`config.mk`:
```
export PLATFORM = sky130hd
export DESIGN_NAME = emg_activity_window_with_calibration
export DESIGN_NICKNAME = d
export VERILOG_FILES = /design/src/hw/rtl/emg_aw_pkg.sv /design/src/hw/rtl/emg_activity_window_with_calibration.sv
export SDC_FILE = /design/constraint.sdc
export NUM_CORES = 1
export LEC_CHECK = 0
export ABC_AREA = 1
export BUFFER_PORTS_ARGS = -buffer_cell sky130_fd_sc_hd__buf_2
export CORE_MARGIN = 4
export CORE_UTILIZATION = 62
export CTS_BUF_LIST = sky130_fd_sc_hd__clkbuf_4 sky130_fd_sc_hd__clkbuf_8
export CTS_CLUSTER_DIAMETER = 200
export DETAILED_ROUTE_END_ITERATION = 8
export PLACE_DENSITY = 0.83
export RECOVER_POWER = 25
export SLEW_MARGIN = 20
export SYNTH_ARGS = -nofsm -noshare
export SYNTH_HDL_FRONTEND = slang
export SYNTH_SLANG_ARGS = --single-unit
```
`constraint.sdc`:
```
create_clock -name clock -period 9.1 [get_ports clock]
set_input_delay 0.455 -clock clock [delete_from_list [all_inputs] [get_ports clock]]
set_output_delay 0.455 -clock clock [all_outputs]
set_load 0.01 [all_outputs]
```
`src/hw/rtl/emg_aw_pkg.sv`:
```
// Shared constants and helpers for the EMG activity window block.
// Depends on nothing; imported by emg_activity_window_with_calibration.
`default_nettype none

package emg_aw_pkg;

   localparam int NUM_CHANNELS         = 8;
   localparam int SAMPLE_W             = 8;
   localparam int TIME_W               = 32;
   localparam int SYNC_TIME_W          = 16;
   localparam int OUT_SUM_W            = 14;
   localparam int WINDOW_DEPTH_DEFAULT = 8;

   // Largest magnitude of one sample is 128, so one item sums to at most 1024.
   localparam int MAG_W       = SAMPLE_W;
   localparam int ENTRY_MAX   = NUM_CHANNELS * 128;
   localparam int ENTRY_MAG_W = $clog2(ENTRY_MAX + 1);

   localparam logic [OUT_SUM_W-1:0]   SUM_MAX         = '1;
   localparam logic [SYNC_TIME_W-1:0] SYNC_TIME_RESET = 16'd5000;

   function automatic logic [MAG_W-1:0] mag8(input logic [SAMPLE_W-1:0] raw);
      logic [MAG_W-1:0] neg;
      neg = MAG_W'(~raw) + MAG_W'(1);
      return raw[SAMPLE_W-1] ? neg : MAG_W'(raw);
   endfunction

endpackage

`default_nettype wire

```
`src/hw/rtl/emg_activity_window_with_calibration.sv`:
```
// Top level of the EMG activity window with calibration peak tracking.
// Depends on emg_aw_pkg for widths, constants and the magnitude helper.
`default_nettype none

// The block takes one item per clock cycle unless the receiver stalls it, and
// returns one result per item. An accepted item is held in the input register;
// once it moves on, its result is offered from the result register in the next
// cycle. The input register moves on only when the result register is empty or
// its result is taken in the same cycle: a waiting result still lets one more
// item enter, and the input stalls once both registers are full.
// Each item's eight channel magnitudes are added into an exact running sum,
// and the magnitude of the item leaving the window (a shift line of
// WINDOW_DEPTH per-item sums, all zero after reset) is taken out. The first
// item starts the calibration window; the peak windowed sum is tracked until
// now_ms minus that start reaches sync_time_ms, when synced is set and
// sync_done marks that one result. Reported sums saturate at 16383.
module emg_activity_window_with_calibration
   import emg_aw_pkg::*;
#(
   parameter int WINDOW_DEPTH = WINDOW_DEPTH_DEFAULT
) (
   input  wire logic                          clock,
   input  wire logic                          reset,
   input  wire logic                          req_valid,
   output      logic                          req_ready,
   input  wire logic signed [SAMPLE_W-1:0]    req_channel_0,
   input  wire logic signed [SAMPLE_W-1:0]    req_channel_1,
   input  wire logic signed [SAMPLE_W-1:0]    req_channel_2,
   input  wire logic signed [SAMPLE_W-1:0]    req_channel_3,
   input  wire logic signed [SAMPLE_W-1:0]    req_channel_4,
   input  wire logic signed [SAMPLE_W-1:0]    req_channel_5,
   input  wire logic signed [SAMPLE_W-1:0]    req_channel_6,
   input  wire logic signed [SAMPLE_W-1:0]    req_channel_7,
   input  wire logic        [TIME_W-1:0]      req_now_ms,
   output      logic                          rsp_valid,
   input  wire logic                          rsp_ready,
   output      logic        [OUT_SUM_W-1:0]   rsp_window_sum,
   output      logic        [OUT_SUM_W-1:0]   rsp_reference_peak,
   output      logic                          rsp_synced,
   output      logic                          rsp_sync_done,
   input  wire logic                          csr_write_enable,
   input  wire logic        [SYNC_TIME_W-1:0] csr_write_data
);

   localparam int SUM_LIMIT = WINDOW_DEPTH * ENTRY_MAX;
   localparam int SUM_W     = $clog2(SUM_LIMIT + 1);
   localparam int CMP_W     = (SUM_W > OUT_SUM_W) ? SUM_W : OUT_SUM_W;

   logic [SYNC_TIME_W-1:0] sync_time_ff;

   logic                   s1_valid_ff;
   logic [SAMPLE_W-1:0]    s1_chan_ff [NUM_CHANNELS];
   logic [TIME_W-1:0]      s1_now_ff;

   logic [ENTRY_MAG_W-1:0] window_ff [WINDOW_DEPTH];
   logic [SUM_W-1:0]       running_sum_ff;
   logic [SUM_W-1:0]       running_sum_in;
   logic [TIME_W-1:0]      start_time_ff;
   logic                   started_ff;
   logic [OUT_SUM_W-1:0]   peak_ff;
   logic [OUT_SUM_W-1:0]   peak_in;
   logic                   synced_ff;
   logic                   synced_in;
   logic                   pulse_in;

   logic [ENTRY_MAG_W-1:0] new_mag;
   logic [CMP_W-1:0]       sum_ext;
   logic [OUT_SUM_W-1:0]   shown;
   logic [TIME_W-1:0]      start_eff;
   logic [TIME_W-1:0]      elapsed;
   logic                   advance;

   logic                   out_valid_ff;
   logic [OUT_SUM_W-1:0]   out_sum_ff;
   logic [OUT_SUM_W-1:0]   out_peak_ff;
   logic                   out_synced_ff;
   logic                   out_pulse_ff;

   assign advance   = s1_valid_ff && (!out_valid_ff || rsp_ready);
   assign req_ready = !s1_valid_ff || advance;

   always_comb begin
      new_mag = '0;
      for (int c = 0; c < NUM_CHANNELS; c++) begin
         new_mag = new_mag + ENTRY_MAG_W'(mag8(s1_chan_ff[c]));
      end
      running_sum_in = running_sum_ff - SUM_W'(window_ff[WINDOW_DEPTH-1])
                       + SUM_W'(new_mag);
      sum_ext = CMP_W'(running_sum_in);
      if (sum_ext > CMP_W'(SUM_MAX)) begin
         shown = SUM_MAX;
      end else begin
         shown = sum_ext[OUT_SUM_W-1:0];
      end
      start_eff = started_ff ? start_time_ff : s1_now_ff;
      elapsed   = s1_now_ff - start_eff;
      peak_in   = peak_ff;
      synced_in = synced_ff;
      pulse_in  = 1'b0;
      if (!synced_ff) begin
         if (elapsed < TIME_W'(sync_time_ff)) begin
            if (shown > peak_ff) begin
               peak_in = shown;
            end
         end else begin
            synced_in = 1'b1;
            pulse_in  = 1'b1;
         end
      end
   end

   always_ff @(posedge clock) begin
      if (reset) begin
         sync_time_ff <= SYNC_TIME_RESET;
      end else if (csr_write_enable) begin
         sync_time_ff <= csr_write_data;
      end
   end

   always_ff @(posedge clock) begin
      if (reset) begin
         s1_valid_ff <= 1'b0;
      end else if (req_ready) begin
         s1_valid_ff <= req_valid;
      end
   end

   always_ff @(posedge clock) begin
      if (req_valid && req_ready) begin
         s1_chan_ff[0] <= req_channel_0;
         s1_chan_ff[1] <= req_channel_1;
         s1_chan_ff[2] <= req_channel_2;
         s1_chan_ff[3] <= req_channel_3;
         s1_chan_ff[4] <= req_channel_4;
         s1_chan_ff[5] <= req_channel_5;
         s1_chan_ff[6] <= req_channel_6;
         s1_chan_ff[7] <= req_channel_7;
         s1_now_ff     <= req_now_ms;
      end
   end

   always_ff @(posedge clock) begin
      if (reset) begin
         for (int i = 0; i < WINDOW_DEPTH; i++) begin
            window_ff[i] <= '0;
         end
         running_sum_ff <= '0;
         start_time_ff  <= '0;
         started_ff     <= 1'b0;
         peak_ff        <= '0;
         synced_ff      <= 1'b0;
      end else if (advance) begin
         window_ff[0] <= new_mag;
         for (int i = 1; i < WINDOW_DEPTH; i++) begin
            window_ff[i] <= window_ff[i-1];
         end
         running_sum_ff <= running_sum_in;
         start_time_ff  <= start_eff;
         started_ff     <= 1'b1;
         peak_ff        <= peak_in;
         synced_ff      <= synced_in;
      end
   end

   always_ff @(posedge clock) begin
      if (reset) begin
         out_valid_ff <= 1'b0;
      end else if (advance) begin
         out_valid_ff <= 1'b1;
      end else if (rsp_ready) begin
         out_valid_ff <= 1'b0;
      end
   end

   always_ff @(posedge clock) begin
      if (advance) begin
         out_sum_ff    <= shown;
         out_peak_ff   <= peak_in;
         out_synced_ff <= synced_in;
         out_pulse_ff  <= pulse_in;
      end
   end

   assign rsp_valid          = out_valid_ff;
   assign rsp_window_sum     = out_sum_ff;
   assign rsp_reference_peak = out_peak_ff;
   assign rsp_synced         = out_synced_ff;
   assign rsp_sync_done      = out_pulse_ff;

   a_sum_in_range: assert property (@(posedge clock) disable iff (reset)
      CMP_W'(running_sum_ff) <= CMP_W'(SUM_LIMIT))
      else $error("Running sum exceeds the largest possible window sum.");

   a_done_implies_synced: assert property (@(posedge clock) disable iff (reset)
      rsp_valid && rsp_sync_done |-> rsp_synced)
      else $error("Sync done reported without the synced flag.");

   a_peak_frozen: assert property (@(posedge clock) disable iff (reset)
      synced_ff |=> $stable(peak_ff))
      else $error("Reference peak changed after calibration ended.");

   a_single_pulse: assert property (@(posedge clock) disable iff (reset)
      advance && synced_ff |=> !rsp_sync_done)
      else $error("Sync done repeated after calibration ended.");

endmodule

`default_nettype wire

```
==> impl_metrics.csv <==
group,metric,value,unit
place,gp_congestion,0.9288,
floorplanning,coreArea,0.02688,sq mm
yosys,synth_compound_area_frac,0.07294,
drt,post_drt_wl_per_cell,14.44,microns
layout,antenna-diode-count,0,
setup_path,cp_slowest_cell,"fa_1",
setup_path,r2r_end,"rsp_reference_peak[12]",
yosys,synth_top_area_cell,"edfxtp_1",
yosys,avgSynthCellArea,8.874,sq um
sta,max_freq,114.1,MHz
floorplanning,num_io_pins,149,
yosys,muxShareOfSynthArea,0,
clock_network,cts_buffer_depth,3,
setup_path,crit_required,9.42,ns
layout,nNetsFinal,2349,
yosys,synth_top_family_by_area,"simple AND/OR/NAND/NOR gates",
global_routing,grt_pass1_vias,12801,
layout,drive_gt1_frac,0.1304,
place,dp_cells,2365,
clock_network,cts_root_buf,"clkbuf_8",
sta,fin_crit_sh,0.9629,
clock_network,clkLatencyLatePin,0.57,ns
place,hpwlAfterDp,26800,microns
clock_network,cts_hold_buf,0,
setup_path,critPathMaxFanout,6,
yosys,ys_top_cells_by_area,"edfxtp_1 (38%), inv_1 (9.5%), dfxtp_1 (9.5%)",
yosys,synth_fp_nets,2177,
yosys,ys_seq_area_frac,0.4741,
outcome,violations,"max-capacitance violations, max-slew violations",
floorplanning,dieHeight,173.3,microns
setup_path,start_kind,"register",
hold_path,min_from,"req_channel_4[3]",
sta,relSlewSlack,-0.01110,
outcome,status,"complete, but fails checks",
yosys,syn_inst,1908,
setup_path,worstReg2RegStart,"s1_chan_ff[0][0]",
global_routing,grt_usage,0.2343,
drt,detail_route.wirelength,35500,microns
clock_network,clk_pin_slew,0.06,ns
global_routing,grt_antenna_before_repair,0,
clock_network,tritoncts,"built",
hold_path,worstHoldPathType,"in2reg",
drt,drt_iter0_markers,1015,
layout,num-fill-cells,2045,
drt,vias,12811,
sta,setup_viol,0,
hold_path,min_to,"s1_chan_ff[1][3]",
clock_network,clock_sinks,294,
yosys,synth_xor_area_frac,0.03311,
setup_path,crit_arrival,9.09,ns
setup_path,critPathMostFrequentCell,"inv_1",
yosys,yosys.area.top_type_share,0.3795,
drt,dr.pass1.iters,5,
yosys,synthArstFlopShare,0,
yosys,synthTopCellsByCount,"inv_1 (428), nand2_1 (366), edfxtp_1 (214)",
setup_path,max_stage_delay,0.55,ns
yosys,yosys.area_share.simple,0.1767,
hold_path,min_path_cells,1,
yosys,syn_area,0.01693,sq mm
global_routing,grt_pass1_wl,58780,microns
clock_network,cts_made_buffers,46,
sta,final_hold_viol_count,0,
yosys,synth_edf_count,214,
clock_network,h-tree-depth,2,
sta,worst_slew_pin_slew,1.517,ns
sta,fin_crit,8.762,ns
global_routing,grt_max_degree,93,
yosys,ys_seq_elements,294,
layout,fin_cells,2458,
sta,fin_skew,0.02806,ns
layout,post-route-util,0.7119,
floorplanning,die_area,0.03002,sq mm
yosys,synthAdderAreaFrac,0.1385,
drt,avgViaCountPerCell,5.212,
global_routing,grt-ovfl-total,0,
place,place.port_buffers,148,
sta,tns,0,ns
yosys,synth_warnings,0,
layout,area_growth,13.00,%
floorplanning,rows,60,
drt,postRouteAntennaNets,0,
drt,remaining_drc_errors,0,
floorplanning,die_w,173.3,microns
yosys,synth_cell_type_count,40,
flow_run,maxCapViolCount,1,
yosys,dominantRegCellSynth,"edfxtp_1",
setup_path,crit_type,"reg2reg",
setup_path,worstSetupEndpointType,"register",
sta,slew_viol_final,33,
floorplanning,initial_core_util,0.6300,
yosys,synth.most_common_cell,"inv_1",
setup_path,reg2reg_depth,45,
setup_path,r2r_slack,0.34,ns
critical path: cells and delay by family (launching register included):
kind                     cells  cell delay, ns
flip-flops                   1            0.38
adder cells (fa/ha/maj)     10            3.98
XOR/XNOR                     2            0.36
AO/OA/AOI/OAI                8            1.18
buffers and inverters       11            0.95
AND/OR/NAND/NOR             14            1.68
per-stage QoR:
| step | hold WS (ns) | worst slack (ns) | area, sq um |
|---|---|---|---|
| global placement | 0.4365 | 0.5391 | 17990 |
| floorplan | 0.4261 | 1.049 | 16930 |
| finish | 0.06180 | 0.3376 | 19130 |
| CTS | 0.02139 | 0.1156 | 19000 |
| detailed placement | 0.4392 | 0.1378 | 17990 |
| global route | 0.01700 | -0.1403 | 19130 |
what timing repair did:
item	CTS	global route
buffers inserted	0	7
setup endpoints to repair	0	28
resized for setup	0	18
hold endpoints to repair	0	0
cell usage in the layout (no fill, tap or decap), types with 4 or more instances in the layout:
| cell | instances |
|---|---|
| inv_1 | 425 |
| nand2_1 | 366 |
| edfxtp_1 | 214 |
| nor2_1 | 181 |
| buf_2 | 137 |
| ha_1 | 91 |
| o21ai_0 | 88 |
| dfxtp_1 | 79 |
| a21oi_1 | 64 |
| fa_1 | 59 |
| nand3_1 | 56 |
| clkbuf_8 | 52 |
| xor2_1 | 42 |
| o22ai_1 | 40 |
| nand4_1 | 27 |
| and2_1 | 20 |
| xnor2_1 | 20 |
| clkbuf_4 | 17 |
| nand2_2 | 13 |
| clkbuf_1 | 12 |
| nor4_1 | 11 |
| buf_4 | 11 |
| nor3_1 | 9 |
| clkinv_2 | 8 |
| nor2_2 | 6 |
| nand3b_1 | 6 |
| o21bai_1 | 6 |
| a31oi_1 | 6 |
| clkinv_1 | 4 |
how the worst max path moves through the flow:
stage                startpoint                     end  slack (ns)  cells after the start
6_report       s1_chan_ff[0][0]  rsp_reference_peak[12]        0.34                     45
5_1_grt        s1_chan_ff[0][0]   rsp_reference_peak[0]       -0.14                     43
4_1_cts        s1_chan_ff[0][0]  rsp_reference_peak[12]        0.12                     44
3_5_place_dp   s1_chan_ff[0][0]   rsp_reference_peak[6]        0.14                     44
3_3_place_gp   s1_chan_ff[0][0]   rsp_reference_peak[0]        0.54                     43
2_1_floorplan  s1_chan_ff[0][0]   rsp_reference_peak[3]        1.05                     43
logic make-up (layout without fill, tap and decap cells):
group                      count (synthesis)  count (layout)
and+or+nand+nor                          706             706
xor gates and xnor gates                  64              64
DFF                                      294             294
buffers and inverters                    468             677
AOI/OAI and AO/OA                        224             224
adders and majority gates                152             152
metal layers:
metal / vias up / share of wire / GRT usage
li1: 6417 / - / -
met1: 5902 / 0.43 / 0.3034
met2: 409 / 0.47 / 0.3984
met3: 83 / 0.063 / 0.04471
met4: 0 / 0.030 / 0.08214
met5: - / 0 / 0
area by class of cell:
type                    instances  area, sq um  share of cell area
repair buffers                163        855.8             0.04473
flip-flops and latches        294         8029              0.4197
clock inverters                16        158.9            0.008306
inverters                     429         1614             0.08436
clock buffers                  69        843.3             0.04408
well taps                     341        426.7             0.02230
multi-input cells            1146         7204              0.3766
sequential cells by signal, indices dropped and copies added (netlist names):
signal / flops
sync_time_ff: 16
rsp_sync_done: 1
rsp_reference_peak: 14
started_ff: 1
rsp_valid: 1
window_ff: 88
s1_valid_ff: 1
s1_now_ff: 32
s1_chan_ff: 64
rsp_window_sum: 14
running_sum_ff: 14
synced_ff: 1
rsp_synced: 1
peak_ff: 14
start_time_ff: 32
Power is left out: the tool's default activity adds up to more than one toggle a clock period on the data nets, which glitch-free logic cannot reach.
